$ cat src/rtl/core/mcpf_pkg.sv
`timescale 1ns / 1ps
// ----------------------------------------------------------------------------
// mcpf_pkg
// Shared types, constants and the sequencer microcode for the motor command
// packet framer.
// ----------------------------------------------------------------------------
package mcpf_pkg;

  localparam int ROBOTS   = 3;
  localparam int RobotW   = (ROBOTS > 1) ? $clog2(ROBOTS) : 1;
  localparam int StepW    = 4;
  localparam int FrameLen = 4 + 4 * ROBOTS + 2;

  typedef enum logic [1:0] {
    MODE_SET  = 2'd0,
    MODE_SEND = 2'd1,
    MODE_STOP = 2'd2
  } mode_e;

  typedef enum logic [0:0] {
    CFG_HEADER_FIRST  = 1'b0,
    CFG_HEADER_SECOND = 1'b1
  } cfg_idx_e;

  localparam logic [7:0] DriveMax  = 8'hFF;
  localparam logic [7:0] ByteZero  = 8'h00;
  localparam logic [1:0] FlagLeft  = 2'b01;
  localparam logic [1:0] FlagRight = 2'b10;

  typedef struct packed {
    logic [1:0]         mode;
    logic [7:0]         robot_index;
    logic signed [15:0] drive_left;
    logic signed [15:0] drive_right;
    logic               reverse_left;
    logic               reverse_right;
  } in_item_t;

  typedef struct packed {
    logic [7:0] frame_byte;
    logic       frame_end;
  } out_item_t;

  typedef struct packed {
    logic [7:0] left;
    logic [7:0] right;
    logic [1:0] flags;
  } cmd_entry_t;

  // Frame header values handed to the sequencer.
  typedef struct packed {
    logic [7:0]  header_first;
    logic [7:0]  header_second;
    logic [15:0] frame_count;
  } frame_hdr_t;

  typedef enum logic [2:0] {
    SRC_HDR1,
    SRC_HDR2,
    SRC_CNT_LO,
    SRC_CNT_HI,
    SRC_ID,
    SRC_LEFT,
    SRC_RIGHT,
    SRC_FLAGS
  } byte_src_e;

  // One microcode word: byte source, zero override, checksum select,
  // loop-back over robots, and end of program.
  typedef struct packed {
    byte_src_e        src;
    logic             zero;
    logic             sum;
    logic             loop;
    logic [StepW-1:0] target;
    logic             last;
  } ucode_t;

  localparam logic [StepW-1:0] StepRobot = StepW'(4);

  function automatic ucode_t ucode_rom(input logic [StepW-1:0] step);
    ucode_t w;
    w = '{src: SRC_HDR1, zero: 1'b0, sum: 1'b0, loop: 1'b0,
          target: StepRobot, last: 1'b0};
    case (step)
      StepW'(0): w.src = SRC_HDR1;
      StepW'(1): w.src = SRC_HDR2;
      StepW'(2): w.src = SRC_CNT_LO;
      StepW'(3): w.src = SRC_CNT_HI;
      StepW'(4): w.src = SRC_ID;
      StepW'(5): w.src = SRC_LEFT;
      StepW'(6): w.src = SRC_RIGHT;
      StepW'(7): begin
        w.src  = SRC_FLAGS;
        w.loop = 1'b1;
      end
      StepW'(8): w.zero = 1'b1;
      StepW'(9): begin
        w.sum  = 1'b1;
        w.last = 1'b1;
      end
      default: begin
        w.sum  = 1'b1;
        w.last = 1'b1;
      end
    endcase
    return w;
  endfunction

  // Clamp a signed drive request to 0..255.
  function automatic logic [7:0] saturate_drive(input logic signed [15:0] raw);
    logic [7:0] res;
    if (raw[15]) begin
      res = ByteZero;
    end else if (|raw[14:8]) begin
      res = DriveMax;
    end else begin
      res = raw[7:0];
    end
    return res;
  endfunction

endpackage

$ cat src/rtl/core/mcpf_seq.sv
`timescale 1ns / 1ps
// ----------------------------------------------------------------------------
// mcpf_seq
// Microcoded frame sequencer: steps through the ROM program, one byte per
// step, with a robot loop counter, running XOR checksum and output register.
// ----------------------------------------------------------------------------
module mcpf_seq (
  input  logic                          clk_i,
  input  logic                          rst_ni,
  input  logic                          start_i,
  input  mcpf_pkg::frame_hdr_t          hdr_i,
  input  mcpf_pkg::cmd_entry_t          entry_i,
  output logic [mcpf_pkg::RobotW-1:0]   robot_o,
  output logic                          busy_o,
  output logic                          out_valid_o,
  input  logic                          out_ready_i,
  output mcpf_pkg::out_item_t           out_o
);
  import mcpf_pkg::*;

  logic             run_q, run_d;
  logic [StepW-1:0] step_q, step_d;
  logic [RobotW-1:0] robot_q, robot_d;
  logic [7:0]       sum_q, sum_d;
  logic             oval_q, oval_d;
  out_item_t        out_q, out_d;
  ucode_t           uw;
  logic             fire;
  logic             more;
  logic [7:0]       src_byte;
  logic [7:0]       byte_val;

  assign uw   = ucode_rom(step_q);
  assign fire = run_q && (!oval_q || out_ready_i);
  assign more = (robot_q != RobotW'(ROBOTS - 1));

  always_comb begin
    case (uw.src)
      SRC_HDR1:   src_byte = hdr_i.header_first;
      SRC_HDR2:   src_byte = hdr_i.header_second;
      SRC_CNT_LO: src_byte = hdr_i.frame_count[7:0];
      SRC_CNT_HI: src_byte = hdr_i.frame_count[15:8];
      SRC_ID:     src_byte = 8'(robot_q);
      SRC_LEFT:   src_byte = entry_i.left;
      SRC_RIGHT:  src_byte = entry_i.right;
      SRC_FLAGS:  src_byte = {6'b0, entry_i.flags};
      default:    src_byte = ByteZero;
    endcase
    if (uw.sum) begin
      byte_val = sum_q;
    end else if (uw.zero) begin
      byte_val = ByteZero;
    end else begin
      byte_val = src_byte;
    end
  end

  always_comb begin
    run_d   = run_q;
    step_d  = step_q;
    robot_d = robot_q;
    sum_d   = sum_q;
    oval_d  = oval_q;
    out_d   = out_q;
    if (out_ready_i) begin
      oval_d = 1'b0;
    end
    if (start_i) begin
      run_d   = 1'b1;
      step_d  = '0;
      robot_d = '0;
      sum_d   = ByteZero;
    end else if (fire) begin
      oval_d           = 1'b1;
      out_d.frame_byte = byte_val;
      out_d.frame_end  = uw.last;
      sum_d            = sum_q ^ byte_val;
      if (uw.last) begin
        run_d = 1'b0;
      end else if (uw.loop && more) begin
        step_d  = uw.target;
        robot_d = robot_q + RobotW'(1);
      end else begin
        step_d = step_q + StepW'(1);
      end
    end
  end

  always_ff @(posedge clk_i or negedge rst_ni) begin
    if (!rst_ni) begin
      run_q   <= 1'b0;
      step_q  <= '0;
      robot_q <= '0;
      oval_q  <= 1'b0;
    end else begin
      run_q   <= run_d;
      step_q  <= step_d;
      robot_q <= robot_d;
      oval_q  <= oval_d;
    end
  end

  always_ff @(posedge clk_i) begin
    sum_q <= sum_d;
    out_q <= out_d;
  end

  assign robot_o     = robot_q;
  assign busy_o      = run_q;
  assign out_valid_o = oval_q;
  assign out_o       = out_q;

endmodule

$ cat src/rtl/core/motor_command_packet_framer_core.sv
`timescale 1ns / 1ps
// ----------------------------------------------------------------------------
// motor_command_packet_framer_core
// Robot command table with a microcoded serializer for framed command packets.
// ----------------------------------------------------------------------------
// Set and stop transactions produce nothing on the output. A send
// transaction bumps the 16-bit frame counter and then streams
// 4 + 4*ROBOTS + 2 bytes (18 for three robots), one per cycle while the sink
// keeps ready high; the byte rate is set by the sequencer, which steps one
// microcode word per emitted byte through a single output register. The input
// stays stalled while a frame is being sequenced and opens again as soon as
// the checksum byte is loaded into the output register, so any sink stall
// keeps the input stalled longer. No clearing pass: the command table is in
// flops and reset clears it at once.
// ----------------------------------------------------------------------------
module motor_command_packet_framer_core (
  input  logic                 clk_i,
  input  logic                 rst_ni,
  // configuration write port
  input  logic                 cfg_we_i,
  input  logic [0:0]           cfg_idx_i,
  input  logic [7:0]           cfg_data_i,
  // command transactions
  input  logic                 in_valid_i,
  output logic                 in_ready_o,
  input  mcpf_pkg::in_item_t   in_i,
  // frame byte transactions
  output logic                 out_valid_o,
  input  logic                 out_ready_i,
  output mcpf_pkg::out_item_t  out_o
);
  import mcpf_pkg::*;

  logic [7:0]        hdr_first_q;
  logic [7:0]        hdr_second_q;
  logic [15:0]       count_q;
  cmd_entry_t        table_q [ROBOTS];
  logic              in_acc;
  logic              do_set;
  logic              do_send;
  logic              do_stop;
  logic              busy;
  logic [RobotW-1:0] robot_rd;
  cmd_entry_t        new_entry;
  frame_hdr_t        hdr;

  // Sequential: one transaction is worked on at a time.
  assign in_ready_o = !busy;
  assign in_acc     = in_valid_i && in_ready_o;

  // Decode the mode; mode 3 falls through all three and does nothing.
  assign do_set  = in_acc && (in_i.mode == MODE_SET) &&
                   (in_i.robot_index < 8'(ROBOTS));
  assign do_send = in_acc && (in_i.mode == MODE_SEND);
  assign do_stop = in_acc && (in_i.mode == MODE_STOP);

  always_comb begin
    new_entry.left  = saturate_drive(in_i.drive_left);
    new_entry.right = saturate_drive(in_i.drive_right);
    new_entry.flags = (in_i.reverse_left  ? FlagLeft  : 2'b00) |
                      (in_i.reverse_right ? FlagRight : 2'b00);
  end

  // Header registers must only be written while idle; the block itself does not enforce it.
  always_ff @(posedge clk_i or negedge rst_ni) begin
    if (!rst_ni) begin
      hdr_first_q  <= ByteZero;
      hdr_second_q <= ByteZero;
    end else if (cfg_we_i) begin
      case (cfg_idx_i)
        CFG_HEADER_FIRST:  hdr_first_q  <= cfg_data_i;
        CFG_HEADER_SECOND: hdr_second_q <= cfg_data_i;
        default: ;
      endcase
    end
  end

  // Counter is bumped on accept, so the frame already carries the new value.
  always_ff @(posedge clk_i or negedge rst_ni) begin
    if (!rst_ni) begin
      count_q <= '0;
    end else if (do_send) begin
      count_q <= count_q + 16'd1;
    end
  end

  // Command table: stop wipes every entry at once, set writes one.
  always_ff @(posedge clk_i or negedge rst_ni) begin
    if (!rst_ni) begin
      for (int i = 0; i < ROBOTS; i++) begin
        table_q[i] <= '0;
      end
    end else if (do_stop) begin
      for (int i = 0; i < ROBOTS; i++) begin
        table_q[i] <= '0;
      end
    end else if (do_set) begin
      table_q[in_i.robot_index[RobotW-1:0]] <= new_entry;
    end
  end

  assign hdr.header_first  = hdr_first_q;
  assign hdr.header_second = hdr_second_q;
  assign hdr.frame_count   = count_q;

  mcpf_seq u_seq (
    .clk_i       (clk_i),
    .rst_ni      (rst_ni),
    .start_i     (do_send),
    .hdr_i       (hdr),
    .entry_i     (table_q[robot_rd]),
    .robot_o     (robot_rd),
    .busy_o      (busy),
    .out_valid_o (out_valid_o),
    .out_ready_i (out_ready_i),
    .out_o       (out_o)
  );

endmodule

$ cat config.mk
export PLATFORM = sky130hd
export DESIGN_NAME = motor_command_packet_framer_core
export DESIGN_NICKNAME = d
export VERILOG_FILES = /design/src/rtl/core/mcpf_pkg.sv /design/src/rtl/core/mcpf_seq.sv /design/src/rtl/core/motor_command_packet_framer_core.sv
export SDC_FILE = /design/constraint.sdc
export NUM_CORES = 1
export LEC_CHECK = 0
export BUFFER_PORTS_ARGS = -buffer_cell sky130_fd_sc_hd__clkbuf_2
export CELL_PAD_IN_SITES_DETAIL_PLACEMENT = 0
export CELL_PAD_IN_SITES_GLOBAL_PLACEMENT = 1
export CORE_MARGIN = 3
export CORE_UTILIZATION = 45
export DETAILED_ROUTE_END_ITERATION = 8
export PLACE_DENSITY_LB_ADDON = 0.1
export SYNTH_ARGS = -nofsm -noshare
export SYNTH_HDL_FRONTEND = slang
export SYNTH_SLANG_ARGS = --single-unit
$ cat constraint.sdc
create_clock -name clk_i -period 2.9 [get_ports clk_i]
set_clock_uncertainty 0.15 [all_clocks]
set_input_delay 0.58 -clock clk_i [delete_from_list [all_inputs] [get_ports clk_i]]
set_output_delay 0.58 -clock clk_i [all_outputs]
set_load 0.03 [all_outputs]
Yosys cells after proc, flatten, opt, wreduce, memory -nomap -nowiden
Cells that the tools add are included.
- flip-flop bits (word level): 111
- bits of input ports: 58
- output and inout port bits: 11
- word-level logic and storage cells: 113
- equal/unequal tests: 19
- muxes and demuxes: 35
- bitwise gates (word level): 6
- add/sub/neg operators: 3
- reductions and logical operators: 27
- magnitude comparators: 4
- operator list (cell ; number):
    $mux 54 ; 2
    $pmux 8 s8 ; 1
    $bwmux 54 ; 1
    $mux 18 ; 3
    $mux 8 ; 6
    $bmux 18 s2 ; 1
    $demux 18 s2 ; 1
    $pmux 3 s7 ; 1
    $add 16x1->16 const B ; 1
    $eq 4x3->1 const B ; 4
    $mux 4 ; 4
    $reduce_or 7->1 ; 2
    $eq 3x3->1 const B ; 4
    $mux 1 ; 10
    $mux 2 ; 5
    $reduce_and 2->1 ; 5
    $reduce_or 9->1 ; 1
    $eq 4x2->1 const B ; 2
    $logic_and 1x1->1 ; 8
    $lt 8x2->1 const B ; 1
    $reduce_bool 2->1 ; 4
    $xor 8x8->8 ; 1
    $eq 3x2->1 const B ; 2
    $ge 3x3->1 const B ; 2
    19 further kinds ; 22

Longest topological paths before layout
- depth in word-level cells: 8
- depth in mapped cells: 9
- depth with buffers taken out: 9

By module
Synthesis repeated with hierarchy kept, for this count alone.
- cell total of the unflattened synthesis: 540
- area total of the unflattened synthesis: 5646.7 µm²
- modules (own cells, without submodules) (module ; sequential area each (µm²) ; cells an instance ; times used ; area an instance (µm²)):
    motor_command_packet_framer_core ; 2152.1 ; 320 ; 1 ; 3803.6
    mcpf_seq ; 630.6 ; 220 ; 1 ; 1843.0

Worst setup path before layout
Ideal clock, no wire load.
- kind: register -> register
- start: reg u_seq.step_q[1]
- end: reg u_seq.out_q, in the netlist u_seq.out_o[2] (data pin)
- path buffers: 1
- data arrival time: 1.871 ns
- period minus slack after synthesis: 2.275 ns
- setup slack: 0.625 ns
- setup time: 0.254 ns
- stages on the path, launching flop included: 10
- data required time: 2.496 ns
- cell sequence: dfrtp_1 -> inv_1 -> ha_1 -> nor2_1 -> and3_1 -> buf_2 -> a22o_1 -> nor4_1 -> a21oi_1 -> a21o_1
- word-level cells in the longest chain between the ends: 6
- elaborated cells between the ends (all ways): 23
- classes of those cells: eq/ne: 15; mux: 5; reduce/logical: 3
- RTL lines (item ; line ; RTL):
    from (decl) ; mcpf_seq.sv:22 ; logic [StepW-1:0] step_q, step_d;
    from (signal assigned) ; mcpf_seq.sv:97 ; step_q <= step_d;
    $eq 4x3->1 (tied with other cells) ; mcpf_pkg.sv:85 ; case (step)
    $pmux 3 s7 ; mcpf_pkg.sv:85 ;
    $eq 3x3->1 (tied with other cells) ; mcpf_seq.sv:38 ; case (uw.src)
    $pmux 8 s8 ; mcpf_seq.sv:38 ;
    $mux 8 ; mcpf_seq.sv:51 ; end else if (uw.zero) begin
    $mux 8 (*) ; mcpf_seq.sv:49 ; if (uw.sum) begin
    via u_seq.byte_val[1] ; mcpf_seq.sv:31 ; logic [7:0] byte_val;
    to (signal assigned) ; mcpf_seq.sv:105 ; out_q <= out_d;
    to (decl) ; mcpf_seq.sv:26 ; out_item_t out_q, out_d;
Mark *: on every way through the listed nets, which the timed path passes. The rest lies on a longest branch.
A chain may end at the register's enable or synchronous reset.

Worst setup path in the final report
- start: reg u_seq.step_q[0]
- end: reg u_seq.out_q, in the netlist u_seq.out_o[2] (data pin)
Same word-level chain as after synthesis.

==> metrics.txt <==
status=finished, final reports clean; final setup violation count=0; ys async rst share=0.847; startpoint types=flip-flop; Setup Buffers After CTS=0; DRC=0; Power Density=872 nW/um^2; vias=4305; Overall Global Routing Usage=0.223; peak supply drop=0.698 mV; Yosys cell types=52; Core Util, Final=0.539; Core ar.=11600 sq um; CTS buffer count=9; total die area=13400 sq um; share of layout cells above drive strength 1=0.216; vias in the first global route=4283; Vias/cell=5.72; Worst Tran Pin Value=0.638 ns; Final period util=0.939; Hold/Removal Path Class=in2async; Ys Warns=0; # rows=39; Design Area, Final=6260 sq um; CP max FO=8; PortBufs=68; WL final=14000 microns; global-route wire length before repair=22600 microns; Clock Latency Late Sink=0.36 ns; Lkg Pwr=2.77 nW; total negative setup slack=0 ns; final worst setup slack=0.176 ns; Max Slew Vio Count=0; sequential area share after synthesis=0.514; IO Pins=69; CP Capture Type=flip-flop; htree depth=3; Max Root-Sink Buffers=2; n_diodes=0; Routed Antenna Nets=0; Final Hold Viols=0; syn avg cell area=10.1 sq um; #FFs+latches synth=111; dpl ws=0.289 ns; die height=116 microns; placed instance area=5940 sq um; cts-stage hold buffer count=0; Die X-Extent=116 microns; worst path arrival time=2.69 ns; MaxCap Viol Count=0; CTS tree=done; CTS sink cnt=111; Final GP Congestion=0.893; Final nets=669; RSZ-0062 raised after global routing=no; Mapped Cells=536; slew margin rel.=0.573; effective utilization at floorplan=0.466; initial DRC count=396; clock slew at reported path FFs=0.07 ns; grt total ovfl=0; Required @ worst endpoint=2.86 ns; Tmin final=2.72 ns; DR WL/cell=18.6 microns; Setup CP Type=reg2reg; hpwl dp=10400 microns; prevailing post-synth register cell=dfrtp_1; CTS root buffer=clkbuf_16; Syn Std Cell Area=5420 sq um; f_max=367 MHz; CTS-repair resized insts=0; largest net degree at the start of global routing=46; initial antenna violation count=0; Initial DRT Pass Iterations=6; area grow syn2layout=15.6%; number of flops mapped to enable cells by yosys=9; Mapped Nets=600
-- metal layers --
metal	part of all wire	up-vias	global-route usage
li1	-	2072	-
met1	0.48	2089	0.323
met5	0	-	0
met2	0.45	131	0.336
met4	0.011	0	0.0503
met3	0.060	13	0.0621
-- cell usage after synthesis (3+ instances only) --
cell type | instances | area, sq um
ha_1 | 6 | 75.1
o21ai_0 | 45 | 225
buf_2 | 5 | 25.0
o22ai_1 | 5 | 31.3
a221o_1 | 5 | 50.1
a211oi_1 | 5 | 37.5
and3_1 | 5 | 31.3
nand2_1 | 85 | 319
a22oi_1 | 15 | 113
dfrtp_1 | 94 | 2350
dfxtp_1 | 8 | 160
and2_1 | 3 | 18.8
edfxtp_1 | 9 | 270
clkbuf_1 | 11 | 41.3
inv_1 | 24 | 90.1
buf_4 | 4 | 30.0
o21ai_1 | 3 | 15.0
nor2_1 | 33 | 124
nand3_1 | 11 | 55.1
nand4_1 | 6 | 37.5
mux2i_1 | 9 | 90.1
a21oi_1 | 13 | 65.1
nor3_2 | 4 | 40.0
or4_1 | 5 | 37.5
mux2_2 | 26 | 293
mux2_1 | 5 | 56.3
xnor2_1 | 13 | 114
a31oi_1 | 9 | 56.3
nand2b_1 | 4 | 25.0
o211ai_1 | 9 | 67.6
a22o_1 | 17 | 149
a21o_1 | 3 | 22.5
nor3_1 | 7 | 35.0
nor4_1 | 5 | 31.3
-- report_power, final --
group / internal (mW) / switching, mW / total [mW]
clock: 0.760 / 0.571 / 1.33
sequential: 1.87 / 0.224 / 2.10
combinational: 0.715 / 1.32 / 2.03
-- worst paths after layout --
path	slack [ns]	cells past startpoint	to	startpoint
worst max-delay path	0.18	7	u_seq.out_o[2]$_DFFE_PP_	u_seq.step_q[0]$_DFFE_PN0P_
worst min-delay path	0.08	1	table_q[52]$_DFFE_PN0P_	rst_ni
worst max register to register	0.18	7	u_seq.out_o[2]$_DFFE_PP_	u_seq.step_q[0]$_DFFE_PN0P_
worst min register to register	0.32	2	table_q[43]$_DFFE_PN0P_	table_q[43]$_DFFE_PN0P_
max in group asynchronous	1.80	2	table_q[25]$_DFFE_PN0P_	rst_ni
min in group clk_i	0.32	2	table_q[43]$_DFFE_PN0P_	table_q[43]$_DFFE_PN0P_
-- worst max-delay path, cell delays in order (launching register included) --
cell,delay [ns]
dfrtp_1,0.44
ha_1,0.38
nor2_1,0.11
and3_1,0.27
a22o_1,0.30
nor4_1,0.52
a21oi_1,0.13
a21o_1,0.18
-- flip-flops by register name (all words and copies together), names as in the netlist, 2 cells and up --
register and cells:
u_seq.robot_o 2, u_seq.out_o 9, u_seq.step_q 4, u_seq.sum_q 8, hdr_first_q 8, count_q 16
hdr_second_q 8, table_q 54
-- area by class of cell --
cell class | count | area (sq um)
Clock buffer | 9 | 225
Clock inverter | 7 | 96.3
Fill cell | 1027 | 5350
Inverter | 24 | 90.1
Multi-Input combinational cell | 379 | 2430
Sequential cell | 111 | 2780
Tap cell | 143 | 179
Timing Repair Buffer | 80 | 458
-- cells by family (layout without fill, tap and decap cells) --
logic type | after synthesis | count (layout) | synth area share
xor+xnor | 15 | 15 | 0.0243
compound gates | 139 | 139 | 0.170
fa+ha+maj | 6 | 6 | 0.0139
buf+inv | 46 | 120 | 0.0386
flops | 111 | 111 | 0.514
mux | 40 | 40 | 0.0811
simple gates | 179 | 179 | 0.158
-- metrics by stage --
stage / hold WS, ns / instances / power [mW]
3_5_place_dp: 0.314 / 737 / 4.13
3_3_place_gp: 0.306 / 737 / 4.10
5_1_grt: 0.116 / 753 / 5.80
2_1_floorplan: 0.134 / 536 / 3.53
4_1_cts: 0.104 / 753 / 5.47
6_report: 0.0817 / 753 / 5.46
-- placed cells by master, fill, tap and decap left out, drive strengths merged, types with 9 or more instances in the layout --
cell,n
dfrtp,94
nand2,85
clkbuf,76
o21ai,48
nor2,33
mux2,31
inv,25
a22o,17
a22oi,15
a21oi,14
xnor2,13
buf,13
nand3,11
nor3,11
mux2i,9
a31oi,9
o211ai,9
edfxtp,9
Note: power is estimated with default switching activity, not from simulation.
